File: config.mk
export PLATFORM = sky130hd
export DESIGN_NAME = salc_front_flat
export DESIGN_NICKNAME = d
export VERILOG_FILES = /design/src/rtl/salc_pkg.sv /design/src/rtl/salc_if.sv /design/src/rtl/salc_front.sv /design/src/flat_wrapper.sv
export SDC_FILE = /design/constraint.sdc
export NUM_CORES = 1
export LEC_CHECK = 0
export ABC_AREA = 0
export BUFFER_PORTS_ARGS = -buffer_cell sky130_fd_sc_hd__clkbuf_2
export CAP_MARGIN = 5
export CORE_MARGIN = 3
export CORE_UTILIZATION = 62
export CTS_CLUSTER_SIZE = 24
export DETAILED_ROUTE_END_ITERATION = 16
export MAX_ROUTING_LAYER = met4
export PLACE_DENSITY = 0.87
export SYNTH_ARGS = -nofsm -noshare
export SYNTH_HDL_FRONTEND = slang
export SYNTH_SLANG_ARGS = --single-unit
export TNS_END_PERCENT = 10
File: constraint.sdc
create_clock -name clk -period 15 [get_ports clk]
set_clock_uncertainty 0.15 [all_clocks]
set_input_delay 1.5 -clock clk [delete_from_list [all_inputs] [get_ports clk]]
set_output_delay 1.5 -clock clk [all_outputs]
set_load 0.01 [all_outputs]
File: src/rtl/salc_pkg.sv
// ----------------------------------------------------------------------------
// salc_pkg
// Shared types and constants for the set-associative LRU cache lookup core.
// ----------------------------------------------------------------------------
package salc_pkg;

  localparam int MaxSets   = 128;
  localparam int MaxWays   = 8;
  localparam int SetW      = $clog2(MaxSets);
  localparam int WayW      = $clog2(MaxWays);
  localparam int AddrW     = 64;
  localparam int StampW    = 32;
  localparam int LatW      = 16;
  localparam int CntW      = 32;
  localparam int TotW      = 48;
  localparam int CfgIdxW   = 3;
  localparam int CfgDataW  = 16;
  localparam int QueueDepth = 2;

  typedef enum logic [CfgIdxW-1:0] {
    CFG_OFFSET_BITS = 3'd0,
    CFG_INDEX_BITS  = 3'd1,
    CFG_WAYS        = 3'd2,
    CFG_HIT_LAT     = 3'd3,
    CFG_MEM_LAT     = 3'd4
  } cfg_idx_t;

  // One decoded access travelling from front to back
  typedef struct packed {
    logic              is_write;
    logic [SetW-1:0]   set;
    logic [AddrW-1:0]  tag;
    logic [StampW-1:0] stamp;
  } req_t;

  typedef struct packed {
    logic              hit;
    logic [WayW-1:0]   way;
    logic              write_back;
    logic [LatW-1:0]   access_latency;
    logic [CntW-1:0]   hit_count;
    logic [CntW-1:0]   reference_count;
    logic [TotW-1:0]   latency_total;
  } resp_t;

endpackage

File: src/rtl/salc_if.sv
// ----------------------------------------------------------------------------
// salc_if
// Channel interfaces: access input, result output and configuration writes.
// ----------------------------------------------------------------------------
interface salc_in_if;
  logic                            valid;
  logic                            ready;
  logic                            op;
  logic [salc_pkg::AddrW-1:0]      address;
  logic [salc_pkg::StampW-1:0]     stamp;
  modport source (output valid, op, address, stamp, input ready);
  modport sink   (input valid, op, address, stamp, output ready);
endinterface


File: src/rtl/salc_front.sv
// ----------------------------------------------------------------------------
// salc_front
// Accepts accesses, splits the address into set and tag, and queues them.
// ----------------------------------------------------------------------------
module salc_front (
  input  logic                 clk,
  input  logic                 rst_n,
  salc_in_if.sink              in_ch,
  input  logic [3:0]           offset_bits,
  input  logic [2:0]           index_bits,
  output logic                 q_valid,
  output salc_pkg::req_t       q_req,
  input  logic                 q_pop
);

  localparam int PtrW = $clog2(salc_pkg::QueueDepth);

  salc_pkg::req_t       mem_r [salc_pkg::QueueDepth];
  logic [PtrW-1:0]      wr_ptr_r, rd_ptr_r;
  logic [PtrW:0]        cnt_r;
  logic                 push;
  logic [salc_pkg::AddrW-1:0] shifted;
  logic [salc_pkg::AddrW-1:0] set_mask;
  logic [4:0]           tag_sh;
  salc_pkg::req_t       dec;

  // Decode set and tag
  always_comb begin
    shifted  = in_ch.address >> offset_bits;
    set_mask = ({{(salc_pkg::AddrW-1){1'b0}}, 1'b1} << index_bits) - 64'd1;
    tag_sh   = {1'b0, offset_bits} + {2'b00, index_bits};
    dec.is_write = ~in_ch.op;
    dec.set      = salc_pkg::SetW'(shifted & set_mask);
    dec.tag      = in_ch.address >> tag_sh;
    dec.stamp    = in_ch.stamp;
  end

  assign in_ch.ready = (cnt_r != (PtrW+1)'(salc_pkg::QueueDepth));
  assign push        = in_ch.valid & in_ch.ready;
  assign q_valid     = (cnt_r != '0);
  assign q_req       = mem_r[rd_ptr_r];

  // Queue storage
  always_ff @(posedge clk) begin
    if (push) begin
      mem_r[wr_ptr_r] <= dec;
    end
  end

  // Advance pointers
  always_ff @(posedge clk) begin
    if (!rst_n) begin
      wr_ptr_r <= '0;
      rd_ptr_r <= '0;
      cnt_r    <= '0;
    end else begin
      if (push)  wr_ptr_r <= wr_ptr_r + 1'b1;
      if (q_pop) rd_ptr_r <= rd_ptr_r + 1'b1;
      cnt_r <= cnt_r + (PtrW+1)'(push) - (PtrW+1)'(q_pop);
    end
  end

  always_ff @(posedge clk) begin
    if (rst_n) begin
      assert (!(q_pop && cnt_r == '0)) else $error("pop from empty queue");
    end
  end

  a_no_over: assert property (@(posedge clk) disable iff (!rst_n)
    cnt_r <= (PtrW+1)'(salc_pkg::QueueDepth)) else $error("queue overflow");
  a_pop_ok: assert property (@(posedge clk) disable iff (!rst_n)
    q_pop |-> q_valid) else $error("pop without entry");
  a_cnt: assert property (@(posedge clk) disable iff (!rst_n)
    (push && !q_pop) |=> cnt_r == $past(cnt_r) + 1'b1) else $error("count slip");

endmodule

File: src/flat_wrapper.sv
// flat-port wrapper written by rule: the top's interface ports become plain ports
module salc_front_flat 
  (clk, rst_n, offset_bits, index_bits, q_valid, q_req, q_pop, in_ch_valid, in_ch_op, in_ch_address, in_ch_stamp, in_ch_ready);
  salc_in_if in_ch_i ();
  input  logic clk;
  input  logic rst_n;
  input  logic [3:0] offset_bits;
  input  logic [2:0] index_bits;
  output logic q_valid;
  output salc_pkg::req_t q_req;
  input  logic q_pop;
  input wire logic [$bits(in_ch_i.valid)-1:0] in_ch_valid;
  input wire logic [$bits(in_ch_i.op)-1:0] in_ch_op;
  input wire logic [$bits(in_ch_i.address)-1:0] in_ch_address;
  input wire logic [$bits(in_ch_i.stamp)-1:0] in_ch_stamp;
  output wire logic [$bits(in_ch_i.ready)-1:0] in_ch_ready;
  assign in_ch_i.valid = in_ch_valid;
  assign in_ch_i.op = in_ch_op;
  assign in_ch_i.address = in_ch_address;
  assign in_ch_i.stamp = in_ch_stamp;
  assign in_ch_ready = in_ch_i.ready;
  salc_front u_core (.clk(clk), .rst_n(rst_n), .in_ch(in_ch_i), .offset_bits(offset_bits), .index_bits(index_bits), .q_valid(q_valid), .q_req(q_req), .q_pop(q_pop));
endmodule
======== Yosys cells after proc, flatten, opt, wreduce, memory -nomap -nowiden ========
Memory sizes are Yosys's and may differ from the RTL's. A register that Yosys moved wholly into a read port is not among the register bits.
Cells that the tools add are included.
word-level totals
  register bits ........................... 4
  memory bits (writable) .................. 208
  bits of input ports ..................... 108
  output and inout bits ................... 106
  word-level logic and storage cells ...... 22
  memories ................................ 1
memories
  memory        depth  width  read ports  clocked after Yosys merged registers in  wr ports  line              text
  u_core.mem_r  2      104    1           1                                        1         salc_front.sv:18  salc_pkg::req_t mem_r [salc_pkg::QueueDepth];
cells by class
  $add $sub $neg .......................... 6
  eq/ne operators ......................... 1
  shift operators ......................... 3
  muxes and demuxes ....................... 4
  bitwise gates (word level) .............. 3
  reductions and logical operators ........ 1
operators by type and width
  cell                                                                 count
  64-bit by 4-bit >> shifter with 7-bit output                         1
  64-bit by 5-bit >> shifter with 64-bit output                        1
  7-bit AND                                                            1
  1-bit by 3-bit << shifter with 7-bit output (first input constant)   1
  7-bit by 1-bit subtractor with 7-bit output (second input constant)  1
  4-bit by 3-bit adder with 5-bit output                               1
  1-bit two-way mux                                                    4
  1-bit adder (second input constant)                                  2
  2-bit by 1-bit adder with 2-bit output                               1
  2-bit != test (second input constant)                                1
  2-bit nonzero test                                                   1
  2-bit by 1-bit subtractor with 2-bit output                          1
  1-bit AND                                                            1
  1-bit inverter                                                       1

======== Longest topological paths before layout ========
Gate-level depths: netlist of the first run.
  depth in word-level cells ............... 4
  gate-level depth with buffers ........... 11
  gate-level depth less buffers ........... 8

======== Worst setup path before layout of the first run ========
No wires, ideal clock.
  path type ............................... in2reg
  from .................................... input in_ch_valid
  to ...................................... memory u_core.mem_r[0][0] in the netlist's numbering, enable pin
  setup time .............................. 569 ps
  arrival ................................. 5927 ps
  required time ........................... 14281 ps
  setup slack ............................. 8354 ps
  stages .................................. 2
  buffers on the path ..................... 0
  cell sequence ........................... nand2_1 -> nor2_1
on the way
  word-level cells in the longest chain between the ends .. 3
RTL lines
  what                                     line                text
  start: declaration                       flat_wrapper.sv:12  input wire logic [$bits(in_ch_i.valid)-1:0] in_ch_valid;
  1-bit AND                                salc_front.sv:39    assign push = in_ch.valid & in_ch.ready;
  1-bit two-way mux                        salc_front.sv:45    if (push) begin
  1-bit two-way mux (not written as such)  salc_front.sv:46    mem_r[wr_ptr_r] <= dec;
  end: declaration                         salc_front.sv:18
Every way passes these cells.

==> results.sh, run 1 <==
export IMPL_status="finished clean"
export IMPL_power_leakage_nw=5.513
export IMPL_rsz0062_at_grt="no"
export IMPL_slew_viol_final=0
export IMPL_clkPwrFrac_pct=24.5
export IMPL_fmax_mhz=205.9
export IMPL_post_place_ws_ns=9.715
export IMPL_p_switching_mw=0.6292
export IMPL_num_rows=51
export IMPL_cts_tree="built"
export IMPL_whs_ns=0.4260
export IMPL_dpl_hpwl_mm=21.59
export IMPL_tns_ns=0
export IMPL_synth_warnings=0
export IMPL_die_y_um=147.9
export IMPL_powerDensity_nw_per_um2=138.4
export IMPL_fin_nets=1182
export IMPL_h_tree_depth=1
export IMPL_cts_hold_buf=0
export IMPL_vias=8783
export IMPL_n_fill_cell=1347
export IMPL_ir_drop_v=0.00008312
export IMPL_grt_first_pass_wirelength_mm=46.63
export IMPL_gp_congestion=0.9987
export IMPL_drive_gt1_share_pct=42.50
export IMPL_die_area_um2=21880
export IMPL_n_antenna_cell=0
export IMPL_io_buffers=213
export IMPL_die_w_um=147.9
export IMPL_relSlewSlack_pct=24.00
export IMPL_numCtsBuffers=21
export IMPL_critical_path_max_fanout=65
export IMPL_area_delta_synth_final_pct=14.37
export IMPL_start_util_pct=63.53
export IMPL_grt_max_degree=84
export IMPL_critPathArrivalTime_ns=5.02
export IMPL_drc=0
export IMPL_synth_seq_cells=213
export IMPL_synth_edf_count=208
export IMPL_first_pass_iters=6
export IMPL_critPathRequiredTime_ns=15.16
export IMPL_ys_flop_type="edfxtp_1"
export IMPL_critPathLaunchType="input port"
export IMPL_drt_total_wl_mm=30.81
export IMPL_grt_usage_pct=27.93
export IMPL_grt_pass1_vias=8273
export IMPL_power_frac_comb_pct=33.5
export IMPL_cts_setup_buffers=0
export IMPL_crit_top_cell="mux2i_1"
export IMPL_layout_commonest_cell="clkbuf_2"
export IMPL_grt_remaining_overflow=0
export IMPL_drt_iter0_drc=1099
export IMPL_cts_root_buf="clkbuf_16"
export IMPL_slowest_stage="a222oi_1"
export IMPL_swShare_pct=31.83
export IMPL_syn_area_um2=12490
export IMPL_final_cell_mix="clkbuf_2, edfxtp_1, mux2_2, mux2i_1, mux4_2"
export IMPL_vias_per_cell=6.530
export IMPL_clk_pin_slew_ns=0.06
export IMPL_hold_viol_final=0
export IMPL_critPathMaxStageDelay_ns=0.85
export IMPL_endpoint_kind="flip-flop"
export IMPL_cts_resized=0
export IMPL_setup_viol=0
export IMPL_postLayoutCellArea_um2=14280
export IMPL_core_area_um2=19650
export IMPL_crit_chain="clkbuf_2 -> ha_4 -> fa_4 -> xor2_4 -> buf_4 -> nor2_1 -> a222oi_1 -> mux2i_1 -> mux2i_1"
export IMPL_critPathKind="input port to flip-flop"
export IMPL_ant_nets=0
export IMPL_p_seq_share_pct=42.0
export IMPL_synthDistinctLibCells=55
export IMPL_setup_slack_ns=10.14
export IMPL_synth_avg_cell_area_um2=13.97
export IMPL_drv_cap=0
export IMPL_yosysSeqAreaShare_pct=50.83
export IMPL_timing_final_crit_period_ns=4.856
export IMPL_async_flop_share_pct=0
export IMPL_clock_latency_ns=0.48
export IMPL_clock_path_buffers=3
export IMPL_worstHoldPathType="flip-flop to flip-flop"
export IMPL_post_route_period_util_pct=32.37
export IMPL_postSynthCellCount=894
export IMPL_worst_slew_pin_slew_ns=1.140
export IMPL_wl_per_cell_um=22.91
export IMPL_io_pins=214
export IMPL_clkSinkCount=213
export IMPL_internal_power_mw=1.348
export IMPL_dpl_cell_area_um2=13650
export IMPL_grt_antenna_before_repair=0
export IMPL_synthesis_nets=1009
-- logic make-up (layout without fill, tap and decap cells) --
family,count (synthesis),after routing,share of synthesized area (%)
muxes,324,324,32.72
DFF,213,213,50.83
and+or+nand+nor,164,164,6.193
AOI/OAI and AO/OA,95,95,5.592
buffers and inverters,84,270,3.357
adders and majority gates,7,7,0.7616
xor gates and xnor gates,7,7,0.5513
-- stage by stage --
stage	instances	power [mW]	util [%]
detailed placement	1309	1.493	69.46
floorplan	894	1.281	-
finish	1345	1.977	72.66
global route	1345	2.057	72.66
global placement	1309	1.474	69.46
CTS	1345	1.976	72.66
-- sequential cells by signal, indices dropped and copies added, names as in the netlist, named ones only --
signal / cells
u_core.wr_ptr_r: 1
u_core.mem_r: 208
u_core.rd_ptr_r: 1
u_core.cnt_r: 2
-- worst max-delay path: cells and delay by family --
family          cells  cell delay (ns)
buf+inv             2             0.98
compound gates      1             0.85
fa+ha+maj           2             0.79
mux                 2             0.38
simple gates        1             0.32
xor+xnor            1             0.17
-- power by group through the flow --
stage                     Clock, mW  Sequential [mW]  Combinational, mW
after detailed placement          0            0.842              0.652
after CTS                     0.490            0.830              0.656
after global routing          0.512            0.838              0.708
final                         0.484            0.830              0.663
after floorplan                   0            0.841              0.441
after global placement            0            0.834              0.640
-- final timing paths --
check             depth (start not counted)                       endpoint  slack, ns                         start
setup / recovery                          9  u_core.mem_r[0][51]$_DFFE_PP_      10.14                offset_bits[0]
hold / removal                            2                      flip-flop       0.43  u_core.rd_ptr_r$_SDFFE_PN0P_
setup reg to reg                          5  u_core.mem_r[0][66]$_DFFE_PP_      12.23    u_core.cnt_r[0]$_SDFF_PN0_
hold reg to reg                           2                      flip-flop       0.43  u_core.rd_ptr_r$_SDFFE_PN0P_
-- per-layer routing --
metal,global-route usage (%),vias to the layer above,part of all wire (%)
li1,-,3899,-
met1,40.21,4308,42
met2,42.01,520,46
met3,5.978,56,10
met4,5.727,0,1.6
met5,-,-,0
-- synth_stat cells (14+ instances only) --
cell	n	area [um^2]
buf_2	29	145.1
clkbuf_1	24	90.09
edfxtp_1	208	6246
mux2_1	19	214.0
mux2_2	142	1599
mux2i_1	110	1101
mux4_2	49	1104
nand2_1	32	120.1
nand3_1	42	210.2
nor2_1	38	142.6
nor3_1	21	105.1
o21ai_0	14	70.07
-- final cells by class --
type	instances	area (um^2)	share of cell area, %
clock inverter	12	92.59	0.6484
timing repair buffer	223	1141	7.991
multi-input combinational	597	5787	40.52
tap	265	331.6	2.322
sequential	213	6350	44.47
clock buffer	24	536.8	3.759
inverter	11	41.29	0.2891
Note: power is estimated with default switching activity, not from simulation.
==> inputs of run 2 (changes only) <==
--- a/config.mk
+++ b/config.mk
@@ -5,15 +5,15 @@
 export SDC_FILE = /design/constraint.sdc
 export NUM_CORES = 1
 export LEC_CHECK = 0
-export ABC_AREA = 0
+export ABC_AREA = 1
 export BUFFER_PORTS_ARGS = -buffer_cell sky130_fd_sc_hd__clkbuf_2
 export CAP_MARGIN = 5
 export CORE_MARGIN = 3
-export CORE_UTILIZATION = 62
+export CORE_UTILIZATION = 57
 export CTS_CLUSTER_SIZE = 24
 export DETAILED_ROUTE_END_ITERATION = 16
 export MAX_ROUTING_LAYER = met4
-export PLACE_DENSITY = 0.87
+export PLACE_DENSITY = 0.81
 export SYNTH_ARGS = -nofsm -noshare
 export SYNTH_HDL_FRONTEND = slang
 export SYNTH_SLANG_ARGS = --single-unit
==> constraint.sdc (replaced) <==
create_clock -name clk -period 4.8 [get_ports clk]
set_clock_uncertainty 0.15 [all_clocks]
set_input_delay 0.48 -clock clk [delete_from_list [all_inputs] [get_ports clk]]
set_output_delay 0.48 -clock clk [all_outputs]
set_load 0.01 [all_outputs]
==> run 2 against run 1 <==
  * Sequential share of layout area increased by 1.2 points
  * Worst hold slack got worse by 0.40 ns
  * Combinational power increased to 2.6 times the previous value
  * Sequential cell count unchanged
  * Total power increased to 2.9 times the previous value
  * Setup slack got worse by 8.5 ns
  * Register-to-register slack got worse by 9.6 ns
  * Via count increased by 21%
  * Critical path depth decreased by 6
  * Sequential power increased to 3.0 times the previous value
  * Critical path type is now flip-flop to output port
==> results.sh, run 2 <==
export IMPL_endpoint_kind="output port"
export IMPL_dpl_cell_area_um2=13230
export IMPL_slowest_stage="dfxtp_4"
export IMPL_drt_total_wl_mm=34.70
export IMPL_vias_per_cell=6.101
export IMPL_critical_path_max_fanout=43
export IMPL_vias=10620
export IMPL_numCtsBuffers=22
export IMPL_grt_first_pass_wirelength_mm=53.47
export IMPL_crit_chain="buf_4 -> mux2_2 -> clkbuf_2"
export IMPL_ys_top_cells_by_area="edfxtp_1, nand3_1, mux2_2"
export IMPL_start_util_pct=58.82
export IMPL_synthDistinctLibCells=28
export IMPL_grt_max_degree=86
export IMPL_final_cell_mix="nand3_1, nand2_1, clkbuf_2, edfxtp_1, mux2_2"
export IMPL_postSynthCellCount=1290
export IMPL_grt_use_met1_pct=40.70
export IMPL_clkSinkCount=213
export IMPL_num_rows=52
export IMPL_worstHoldPathType="input port to flip-flop"
export IMPL_reg_top3="u_core.mem_r x208, u_core.cnt_r x2"
export IMPL_drt_iter0_drc=1083
export IMPL_ff2ff_setup_slack_ns=2.64
export IMPL_timing_final_crit_period_ns=3.133
export IMPL_power_leakage_nw=5.772
export IMPL_grt_use_met2_pct=47.99
export IMPL_die_w_um=151.4
export IMPL_use_met3_pct=5.476
export IMPL_grt_usage_pct=30.52
export IMPL_clock_path_buffers=3
export IMPL_gp_congestion=0.9941
export IMPL_grt_antenna_before_repair=0
export IMPL_synth_edf_count=208
export IMPL_yosysMostFrequentCell="nand3_1"
export IMPL_synthesis_nets=1405
export IMPL_top_register="u_core.mem_r"
export IMPL_cts_hold_buf=0
export IMPL_post_route_period_util_pct=65.27
export IMPL_synth_avg_cell_area_um2=9.345
export IMPL_dp_cells=1702
export IMPL_largest_reg_flops=208
export IMPL_yosysSeqAreaShare_pct=52.64
export IMPL_ir_drop_v=0.0002605
export IMPL_postLayoutCellArea_um2=13890
export IMPL_async_flop_share_pct=0
export IMPL_total_power_mw=5.805
export IMPL_drive_gt1_share_pct=25.56
export IMPL_hold_viol_final=0
export IMPL_synth_top_area_cell="edfxtp_1"
export IMPL_grt_pass1_vias=10050
export IMPL_syn_area_um2=12060
export IMPL_tns_ns=0
export IMPL_rsz0062_at_grt="no"
export IMPL_grt_remaining_overflow=0
export IMPL_critPathRequiredTime_ns=4.17
export IMPL_critPathArrivalTime_ns=2.50
export IMPL_io_buffers=213
export IMPL_relSlewSlack_pct=16.61
export IMPL_drv_cap=0
export IMPL_die_y_um=151.4
export IMPL_core_area_um2=20490
export IMPL_drc=0
export IMPL_worst_slew_pin_slew_ns=1.248
export IMPL_critPathLaunchType="flip-flop"
export IMPL_n_fill_cell=1676
export IMPL_n_antenna_cell=0
export IMPL_slew_viol_final=0
export IMPL_clock_latency_ns=0.48
export IMPL_ys_flop_type="edfxtp_1"
export IMPL_area_delta_synth_final_pct=15.22
export IMPL_status="finished clean"
export IMPL_fin_nets=1571
export IMPL_layout_commonest_cell="nand3_1"
export IMPL_cts_resized=0
export IMPL_cts_root_buf="clkbuf_16"
export IMPL_dpl_hpwl_mm=24.77
export IMPL_synth_seq_cells=213
export IMPL_synth_warnings=0
export IMPL_critPathKind="flip-flop to output port"
export IMPL_die_area_um2=22930
export IMPL_first_pass_iters=6
export IMPL_synth_top_area_share_pct=51.81
export IMPL_busiest_layer="met2"
export IMPL_cts_setup_buffers=0
export IMPL_io_pins=214
export IMPL_fin_cells=1741
export IMPL_clk_pin_slew_ns=0.06
export IMPL_wl_per_cell_um=19.93
export IMPL_setup_viol=0
export IMPL_h_tree_depth=1
export IMPL_critPathMaxStageDelay_ns=0.77
export IMPL_fmax_mhz=319.2
export IMPL_ant_nets=0
export IMPL_powerDensity_nw_per_um2=418.0
export IMPL_synth_top_cells_by_count="nand3_1, nand2_1, edfxtp_1"
export IMPL_cts_tree="built"
==> run 2: cells by family (layout without fill, tap and decap cells) <==
logic type,after synthesis,in the layout,synth area share (%)
fa+ha+maj,7,7,0.7888
xor+xnor,3,3,0.2180
simple gates,832,832,31.32
buf+inv,111,292,4.411
compound gates,20,20,0.9030
mux,104,104,9.715
flops,213,213,52.64
==> run 2: final cells by class <==
class	count	area [um^2]	area share, %
sequential	213	6350	45.72
multi-input combinational	966	5207	37.49
timing repair buffer	230	1244	8.954
clock buffer	31	625.6	4.504
tap	270	337.8	2.432
inverter	23	86.33	0.6216
clock inverter	8	38.79	0.2793
==> run 2: critical path: cells and delay by family, from the launching register on <==
family,cells,cell delay [ns]
buffers and inverters,2,0.76
flip-flops,1,0.77
multiplexers,1,0.45
==> run 2: final timing paths <==
| kind | startpoint | end | cells past startpoint |
|---|---|---|---|
| setup / recovery | flip-flop | q_req[40] | 3 |
| hold / removal | in_ch_stamp[29] | u_core.mem_r[0][29]$_DFFE_PP_ | 1 |
| setup reg to reg | u_core.cnt_r[0]$_SDFF_PN0_ | u_core.mem_r[0][40]$_DFFE_PP_ | 5 |
| hold reg to reg | u_core.cnt_r[1]$_SDFF_PN0_ | u_core.cnt_r[1]$_SDFF_PN0_ | 2 |
==> run 2: report_power, final <==
group	switching, mW	total [mW]	internal (mW)
clock	0.670	1.58	0.907
combinational	1.17	1.75	0.579
sequential	0.0704	2.48	2.41
total	1.91	5.81	3.90
==> run 2: through the flow <==
step / utilization, % / setup WS (ns) / hold WS, ns
final: 67.77 / 1.667 / 0.02883
after global routing: 67.77 / 1.507 / 0.008917
after CTS: 67.77 / 1.663 / 0.01306
after detailed placement: 64.53 / 1.291 / 0.3289
after global placement: 64.53 / 1.337 / 0.3226
after floorplan: - / -0.8193 / 0.3083
==> run 2: routing by layer <==
layer	vias to the layer above	routed length [um]
met5	-	0
met4	0	1174
met3	95	3496
met2	611	16230
met1	4913	13810
li1	5003	-
